**src/sv/tsm_pkg.sv**
```systemverilog
// tsm_pkg: shared types, constants and helper functions of the texture sampler
// used by every module of the sampler except tsm_ram; depends on nothing else

package tsm_pkg;

    localparam int TEXEL_WORDS   = 8192;
    localparam int MAX_SIZE_LOG2 = 6;
    localparam int COMPONENTS    = 4;

    localparam int ADDR_W  = $clog2(TEXEL_WORDS);
    localparam int TEXEL_W = 64;
    localparam int COMP_W  = 16;
    localparam int COORD_W = 16 + MAX_SIZE_LOG2;
    localparam int WGT_W   = 17;
    localparam int WP_W    = 2 * WGT_W;
    localparam int ACC_W   = COMP_W + WP_W + 2;
    localparam int D_W     = 16 + MAX_SIZE_LOG2;
    localparam int SQ_W    = 2 * D_W - 1;
    localparam int SUM_W   = SQ_W + 1;
    localparam int LOD_BIT = 24;
    localparam int TAPS    = 4;

    localparam logic [WGT_W-1:0] ONE_Q16 = WGT_W'(65536);

    localparam logic MODE_WRITE  = 1'b0;
    localparam logic MODE_SAMPLE = 1'b1;

    typedef enum logic [1:0] {
        WRAP_REPEAT = 2'd0,
        WRAP_MIRROR = 2'd1,
        WRAP_EDGE   = 2'd2,
        WRAP_BORDER = 2'd3
    } t_wrap;

    typedef enum logic [2:0] {
        CFG_MINIFY_FILTER  = 3'd0,
        CFG_MAGNIFY_FILTER = 3'd1,
        CFG_WRAP_H         = 3'd2,
        CFG_WRAP_V         = 3'd3,
        CFG_BORDER_COLOR   = 3'd4,
        CFG_BASE_WIDTH     = 3'd5,
        CFG_BASE_HEIGHT    = 3'd6,
        CFG_LEVEL_COUNT    = 3'd7
    } t_cfg_idx;

    typedef struct packed {
        logic               minify_filter;
        logic               magnify_filter;
        t_wrap              wrap_horizontal;
        t_wrap              wrap_vertical;
        logic [TEXEL_W-1:0] border_color;
        logic [2:0]         base_width_log2;
        logic [2:0]         base_height_log2;
        logic [2:0]         level_count;
    } t_cfg;

    typedef struct packed {
        logic               mode;
        logic [12:0]        write_address;
        logic [63:0]        write_data;
        logic signed [23:0] s_coord;
        logic signed [23:0] t_coord;
        logic               has_derivatives;
        logic signed [15:0] ds_dx;
        logic signed [15:0] dt_dx;
        logic signed [15:0] ds_dy;
        logic signed [15:0] dt_dy;
    } t_in_item;

    typedef struct packed {
        logic [15:0] comp_red;
        logic [15:0] comp_green;
        logic [15:0] comp_blue;
        logic [15:0] comp_alpha;
        logic [2:0]  level_used;
        logic        minified;
    } t_out_item;

    typedef struct packed {
        logic               mode;
        logic [12:0]        write_address;
        logic [63:0]        write_data;
        logic signed [23:0] s_coord;
        logic signed [23:0] t_coord;
        logic [2:0]         level;
        logic               minified;
        logic               bilinear;
    } t_lod_item;

    typedef struct packed {
        logic                          mode;
        logic [12:0]                   write_address;
        logic [63:0]                   write_data;
        logic [2:0]                    level;
        logic                          minified;
        logic                          bilinear;
        logic [TAPS-1:0][ADDR_W-1:0]   addr;
        logic [TAPS-1:0]               border;
        logic [WGT_W-1:0]              w_lft;
        logic [WGT_W-1:0]              w_rgt;
        logic [WGT_W-1:0]              w_top;
        logic [WGT_W-1:0]              w_bot;
    } t_tap_req;

    typedef struct packed {
        logic [COORD_W-1:0] coord;
        logic               oob;
        logic               inv;
    } t_map;

    function automatic logic [2:0] clamp_log2(logic [2:0] v);
        return (v > 3'(MAX_SIZE_LOG2)) ? 3'(MAX_SIZE_LOG2) : v;
    endfunction

    function automatic logic [2:0] level_log2(logic [2:0] base, logic [2:0] lvl);
        return (base > lvl) ? (base - lvl) : 3'd0;
    endfunction

    // word offset of a level: levels are packed one after another
    function automatic logic [ADDR_W-1:0] level_offset(logic [2:0] bw, logic [2:0] bh,
                                                        logic [2:0] lvl);
        logic [ADDR_W+1:0] acc;
        logic [3:0]        sh;
        acc = '0;
        for (int k = 0; k < MAX_SIZE_LOG2; k++) begin
            sh = {1'b0, level_log2(bw, 3'(k))} + {1'b0, level_log2(bh, 3'(k))};
            if (3'(k) < lvl) begin
                acc = acc + ((ADDR_W+2)'(1) << sh);
            end
        end
        return acc[ADDR_W-1:0];
    endfunction

    function automatic t_map map_coord(logic signed [24:0] raw, logic [2:0] lsz, t_wrap wrap);
        t_map        m;
        logic [24:0] neg;
        logic [24:0] shl;
        logic [5:0]  top;
        neg   = -raw;
        shl   = raw << lsz;
        top   = (6'd1 << lsz) - 6'd1;
        m.oob = 1'b0;
        m.inv = 1'b0;
        if (wrap == WRAP_REPEAT || (wrap == WRAP_MIRROR && !raw[16])) begin
            m.coord = COORD_W'(raw[15:0]) << lsz;
        end else if (wrap == WRAP_MIRROR) begin
            m.inv   = 1'b1;
            m.coord = COORD_W'(neg[15:0]) << lsz;
        end else if (raw[24]) begin
            m.oob   = 1'b1;
            m.coord = COORD_W'(shl[15:0]);
        end else if (raw[23:16] != 8'd0) begin
            m.oob   = 1'b1;
            m.coord = COORD_W'({top, shl[15:0]});
        end else begin
            m.coord = COORD_W'(raw[15:0]) << lsz;
        end
        return m;
    endfunction

    function automatic logic [ADDR_W-1:0] tap_addr(logic [ADDR_W-1:0] off, logic [2:0] wl,
                                                    logic [COORD_W-1:0] cx,
                                                    logic [COORD_W-1:0] cy);
        return off + (ADDR_W'(cy[COORD_W-1:16]) << wl) + ADDR_W'(cx[COORD_W-1:16]);
    endfunction

endpackage

```
**src/sv/tsm_map.sv**
```systemverilog
// tsm_map: coordinate wrap rules, tap addresses, border flags and axis weights
// depends on tsm_pkg

module tsm_map import tsm_pkg::*; (
    input  logic      i_clk,
    input  logic      i_rst_n,
    input  t_cfg      i_cfg,
    input  logic      i_valid,
    input  t_lod_item i_item,
    output logic      o_ready,
    output logic      o_valid,
    output t_tap_req  o_req,
    input  logic      i_ready
);

    logic              r_v;
    t_tap_req          r_req;
    t_tap_req          n_req;
    logic              s_free;
    logic [2:0]        bw;
    logic [2:0]        bh;
    logic [2:0]        wl;
    logic [2:0]        hl;
    logic [ADDR_W-1:0] off;
    logic [WGT_W-1:0]  hx;
    logic [WGT_W-1:0]  hy;
    logic signed [24:0] hxs;
    logic signed [24:0] hys;
    logic signed [24:0] rs0;
    logic signed [24:0] rs1;
    logic signed [24:0] rt0;
    logic signed [24:0] rt1;
    t_map              mx0;
    t_map              mx1;
    t_map              my0;
    t_map              my1;
    logic              bdr_h;
    logic              bdr_v;

    assign s_free  = !r_v || i_ready;
    assign o_ready = s_free;
    assign o_valid = r_v;
    assign o_req   = r_req;

    always_comb begin
        bw    = clamp_log2(i_cfg.base_width_log2);
        bh    = clamp_log2(i_cfg.base_height_log2);
        wl    = level_log2(bw, i_item.level);
        hl    = level_log2(bh, i_item.level);
        off   = level_offset(bw, bh, i_item.level);
        // half a texel of this level
        hx    = ONE_Q16 >> ({1'b0, wl} + 4'd1);
        hy    = ONE_Q16 >> ({1'b0, hl} + 4'd1);
        hxs   = signed'(25'(hx));
        hys   = signed'(25'(hy));
        rs0   = i_item.bilinear ? (25'(i_item.s_coord) - hxs) : 25'(i_item.s_coord);
        rt0   = i_item.bilinear ? (25'(i_item.t_coord) - hys) : 25'(i_item.t_coord);
        rs1   = 25'(i_item.s_coord) + hxs;
        rt1   = 25'(i_item.t_coord) + hys;
        mx0   = map_coord(rs0, wl, i_cfg.wrap_horizontal);
        mx1   = map_coord(rs1, wl, i_cfg.wrap_horizontal);
        my0   = map_coord(rt0, hl, i_cfg.wrap_vertical);
        my1   = map_coord(rt1, hl, i_cfg.wrap_vertical);
        bdr_h = i_cfg.wrap_horizontal == WRAP_BORDER;
        bdr_v = i_cfg.wrap_vertical == WRAP_BORDER;

        n_req.mode          = i_item.mode;
        n_req.write_address = i_item.write_address;
        n_req.write_data    = i_item.write_data;
        n_req.level         = i_item.level;
        n_req.minified      = i_item.minified;
        n_req.bilinear      = i_item.bilinear;
        // tap order: top-left, top-right, bottom-right, bottom-left
        n_req.addr[0]   = tap_addr(off, wl, mx0.coord, my0.coord);
        n_req.addr[1]   = tap_addr(off, wl, mx1.coord, my0.coord);
        n_req.addr[2]   = tap_addr(off, wl, mx1.coord, my1.coord);
        n_req.addr[3]   = tap_addr(off, wl, mx0.coord, my1.coord);
        n_req.border[0] = (bdr_h && mx0.oob) || (bdr_v && my0.oob);
        n_req.border[1] = (bdr_h && mx1.oob) || (bdr_v && my0.oob);
        n_req.border[2] = (bdr_h && mx1.oob) || (bdr_v && my1.oob);
        n_req.border[3] = (bdr_h && mx0.oob) || (bdr_v && my1.oob);
        n_req.w_lft = mx0.inv ? {1'b0, mx0.coord[15:0]} : (ONE_Q16 - {1'b0, mx0.coord[15:0]});
        n_req.w_top = my0.inv ? {1'b0, my0.coord[15:0]} : (ONE_Q16 - {1'b0, my0.coord[15:0]});
        n_req.w_rgt = mx1.inv ? (ONE_Q16 - {1'b0, mx1.coord[15:0]}) : {1'b0, mx1.coord[15:0]};
        n_req.w_bot = my1.inv ? (ONE_Q16 - {1'b0, my1.coord[15:0]}) : {1'b0, my1.coord[15:0]};
        // nearest reads the first tap at full weight
        if (!i_item.bilinear) begin
            n_req.w_lft = ONE_Q16;
            n_req.w_top = ONE_Q16;
        end
    end

    always_ff @(posedge i_clk) begin
        if (!i_rst_n) begin
            r_v <= 1'b0;
        end else if (s_free) begin
            r_v <= i_valid;
        end
    end

    always_ff @(posedge i_clk) begin
        if (s_free && i_valid) begin
            r_req <= n_req;
        end
    end

endmodule

```
**config.mk**
```make
export PLATFORM = sky130hd
export DESIGN_NAME = tsm_map
export DESIGN_NICKNAME = d
export VERILOG_FILES = /design/src/sv/tsm_pkg.sv /design/src/sv/tsm_map.sv
export SDC_FILE = /design/constraint.sdc
export NUM_CORES = 1
export LEC_CHECK = 0
export BUFFER_PORTS_ARGS = -buffer_cell sky130_fd_sc_hd__buf_2
export CORE_ASPECT_RATIO = 1.2
export CORE_UTILIZATION = 50
export DETAILED_ROUTE_END_ITERATION = 8
export GPL_ROUTABILITY_DRIVEN = 0
export PLACE_DENSITY = 0.73
export REMOVE_ABC_BUFFERS = 1
export SETUP_SLACK_MARGIN = 0.02
export SLEW_MARGIN = 20
export SYNTH_ARGS = -nofsm -noshare
export SYNTH_HDL_FRONTEND = slang
export SYNTH_SLANG_ARGS = --single-unit
```
**constraint.sdc**
```tcl
create_clock -name i_clk -period 14.9 [get_ports i_clk]
set_input_delay 1.49 -clock i_clk [delete_from_list [all_inputs] [get_ports i_clk]]
set_output_delay 1.49 -clock i_clk [all_outputs]
set_load 0.05 [all_outputs]
```
After elaboration in Yosys (flattened, before gate mapping)
Index checks and enable logic that the tools add are counted.
W data, S select, Z words.
{ "classes": {"add_sub_neg": 45, "n_lt_le_gt_ge": 22, "n_eq_ne": 4, "shifts": 24, "n_mux": 58, "reduce_logical": 29} }
{ "ops": {"columns": ["cell", "n"], "rows": [
  ["$mux W22", 12],
  ["$shl A16 B3 Y22", 8],
  ["$shl A25 B3 Y16", 4],
  ["$mux W23", 4],
  ["$add A13 B13 Y13", 7],
  ["$mux W13", 6],
  ["$shl A1 B4 Y13 const A", 6],
  ["$sub A17 B16 Y17 const A", 4],
  ["$neg A16 Y16", 4],
  ["$add A13 B6 Y13", 4],
  ["$add A24 B18 Y25", 2],
  ["$mux W25", 2],
  ["$sub A24 B18 Y25", 2],
  ["$mux W3", 16],
  ["$mux W17", 2],
  ["$shr A17 B4 Y17 const A", 2],
  ["$mux W16", 2],
  ["$reduce_bool A8 Y1", 4],
  ["$shl A6 B3 Y13", 2],
  ["$add A3 B3 Y4", 6],
  ["$gt A3 B3 Y1 const B", 6],
  ["$gt A3 B1 Y1 const B", 4],
  ["$gt A3 B2 Y1 const B", 4],
  ["$shl A1 B3 Y6 const A", 2],
  ["other kinds (18)", 67]
]} }
{ "word_totals": {"register_bits": 208, "input_bits": 214, "out_inout_bits": 209, "elab_cells": 200} }

Logic depth before layout (Yosys ltp)
{ "logic_depth": {"ltp_word": 19, "ltp_mapped": 55, "mapped_depth_nobuf": 53} }

Least setup slack after synthesis
No wires, ideal clock.
{ "synth_path": {"path_type": "in2reg", "start": "in i_cfg[4] (netlist bit)", "end": "reg r_req (netlist bit o_req[110]), data pin", "setup_time_ns": 0.261, "arrival_time_ns": 11.366, "required_time_ns": 14.639, "slack_ns": 3.273, "path_stages": 50, "n_path_buf": 2, "cell_sequence": "clkbuf_1 -> nand2_1 -> nand2_1 -> inv_1 -> ha_1 -> or2_2 -> fa_1 -> nand2b_1 -> o21ai_4 -> nand2_1 -> nor3_1 -> ha_1 -> clkbuf_1 -> xnor2_1 -> mux2_2 -> ha_1 -> a21oi_1 -> nor2_1 -> (+14 left out) -> nand4_1 -> nor3_1 -> a221o_1 -> o41ai_2 -> nand2b_1 -> a21oi_1 -> xnor2_1 -> nor2_1 -> nor2_1 -> ha_1 -> xnor2_1 -> mux2_2 -> ha_1 -> inv_1 -> a2111o_1 -> o2111a_1 -> nand4b_1 -> xnor2_1"} }
{ "synth_lines": {"columns": ["item", "line", "source"], "rows": [
  ["start: declaration", "tsm_map.sv:7", "input t_cfg i_cfg,"],
  ["end signal: assignment", "tsm_map.sv:103", "r_req <= n_req;"],
  ["end: declaration", "tsm_map.sv:17", "t_tap_req r_req;"]
]} }

==> impl_results.md <==
- Sink Count: between 200 and 250
- Worst path max stage delay: approximately 0.54 ns
- Final Setup Violations: 0
- Max-cap violations: 0
- Die Footprint: between 40,000 and 50,000 um^2
- Pre-antenna DRT Iters: 7
- Buf+Inv Stages, Crit Path: 4
- Leak: approximately 0.012 uW
- Largest family of logic cells by synthesized area: compound AO/OA/AOI/OAI gates
- Pins Over Slew Limit: 0
- CORE AREA: 47,200 um^2
- DRC viols: 0
- YS warnings: 0
- Post-synthesis sequential area ratio: 0.260
- Pin count of the biggest net entering global routing: 91
- Crit Path Class: in2reg
- CP Launch Type: primary input
- GRT Total Usage: 0.285
- Delay-heaviest family, CP: simple AND/OR/NAND/NOR gates
- Outcome: finished, final reports clean
- Cell Area, Synth: ~24,000 um^2
- Die Ht: 242 um
- Hold_sp: o_valid
- Reg power frac: 0.239
- Fin crit share: 0.866
- Detail Placement HPWL: 57,300 um
- Die X: between 200 and 250 um
- Final Cell Area: 26,900 um^2
- # IOs: about 420
- CTS tree: done
- Post-synthesis area per instance: between 7 and 8 um^2
- Cts repair resizes: 0
- TNS Setup: 0 ns
- Via count: 24,200
- Post-CTS Setup Inserts: 0
- Post-route ant nets: 0
- Most common cell after layout, fill and taps aside: buf_2
- Drt wl/cell: 18.6 um
- Pwr per Cell Area: roughly 130 nW/um^2
- Critical Path AT: 13.18 ns
- First-pass GRT wire length: 116,000 um
- Upper clock frequency limit: around 77 MHz
- Layout area overhead: 12.0%
- Worst relative slew slack: 0.237
- Row cnt: 87
- H-tree depth: 1
- Slowest CP cell: o41ai_2
- Xor/xnor share of the synthesized area: 0.0821
- Adder-Cell Fraction of Synth Area: 0.106
- Final WL: 73,200 um
- Synthesis-stage register bit count: 208
- Hold Path Class: reg2reg
- Initial drt markers: roughly 2,300
- Final Critical Period: about 13 ns
- Req. time, crit path: 15.17 ns
- Number of hold buffers added after cts: 0
- Number of global-route vias before repair: 22,800
- Final Skew: 0.0303 ns
- Measured slew at the worst slew-check pin: 1.14 ns
- Port Buf Inserts: 353
- Mux cell area share after synthesis: 0.0501
- R2R Path Start: o_valid
- Switch share: 0.480
- Clock Latency Late Sink: approximately 0.53 ns
- Net Switching: 1680 uW
- Async set-or-reset flop fraction in the synthesized netlist: 0
- Unrepaired setup endpoints after global routing: false
- Crit path max fanout: 11
- Ys flop type: edfxtp_1
- P_int: 1820 uW
- Most frequent cells in the layout: buf_2, nor2_1, nand2_1
- Total CTS buffers: 23
- Starting density of the core: 0.508
- Number of flops mapped to enable cells by yosys: about 210
- Worst-path clk slew: 0.06 ns
- Worst Setup SP: i_cfg[7]
- Post-DR vias/cell: 6.15
- Critical Path End Type: flip-flop
- Yosys cell types: a little over 100
- Gate power share: 0.607
- # nets final: around 3,700
- Grt ovf: 0
- Post-synthesis simple-gate area fraction: 0.222
- Layout cells sized above 1: 0.148
- CTS root buffer: clkbuf_16
- Tot Pwr: between 3000 and 4000 uW
- Synth Area in Compound Gates: 0.229
- Final hold vios: 0
- VDD IR max: 0.0000838 V
- Clock Power Share: 0.154
- Cells after synthesis: between 3,000 and 4,000
- Cell repeated most along the worst path: ha_1
- Clock Path Buffers: 3
- Initial antenna violation count: 9
- Placed Area: around 26,000 um^2
==> cell families after synthesis <==
kind of cell	Yosys count
simple gates	1148
compound gates	850
buf+inv	322
xor+xnor	221
flops	208
fa+ha+maj	191
mux	108
==> power by group through the flow <==
stage | combinational [uW] | sequential [uW] | clock (uW)
2_1_floorplan | 1240 | 1200 | 0
3_3_place_gp | 2040 | 847 | 0
3_5_place_dp | 2090 | 849 | 0
4_1_cts | 2100 | 838 | 554
5_1_grt | 2300 | 845 | 572
6_report | 2120 | 836 | 540
==> Yosys cell counts, types with 50 or more instances <==
cell,number,area [um^2]
xor2_1,73,639
xnor2_1,144,1260
inv_1,162,608
clkbuf_1,127,477
o21ai_0,160,801
mux2i_1,82,821
nand3_1,82,410
a21oi_1,278,1390
ha_1,171,2140
edfxtp_1,207,6220
a21o_1,50,375
nand2_1,346,1300
nor2_1,351,1320
nor3_1,92,460
==> cell type report <==
cell class                      count  area [um^2]
Tap cell                          623          779
Sequential cell                   208         6240
Clock inverter                     10          114
Antenna cell                        8         20.0
Clock buffer                       26          587
Inverter                          164          616
Multi-Input combinational cell   2518        16600
Timing Repair Buffer              378         1960
Fill cell                        4334        20400
==> through the flow <==
stage / worst slack, ns / instances / hold WS [ns] / util
after floorplan: 3.57 / 2890 / 1.15 / -
final: 1.99 / 3935 / 0.554 / 0.569
after global placement: 2.03 / 3891 / 0.517 / 0.554
after detailed placement: 1.72 / 3891 / 0.547 / 0.554
after global routing: 1.25 / 3933 / 0.577 / 0.569
after CTS: 2.20 / 3927 / 0.556 / 0.569
==> state kept, by name, indices dropped and copies added (netlist names) <==
register,cells
o_req,207
o_valid,1
==> path summary, 6_finish.rpt <==
path | endpoint | slack [ns] | cells past startpoint
max | o_req[110] | 1.99 | 50
min reg2reg | o_valid | 0.55 | 2
min | o_valid | 0.55 | 2
max reg2reg | o_req[16] | 11.86 | 4
==> worst register-to-register path, delay by kind of cell, from the launching register on <==
family / cells / cell delay (ns)
buf+inv: 2 / 1.47
simple gates: 2 / 0.77
flops: 1 / 0.31
==> routing by layer <==
layer,global-route usage,routed length [um]
met2,0.501,35500
met5,0,22
met3,0.0382,5230
met1,0.341,28900
met4,0.137,3540
(Power assumes the default switching activity.)
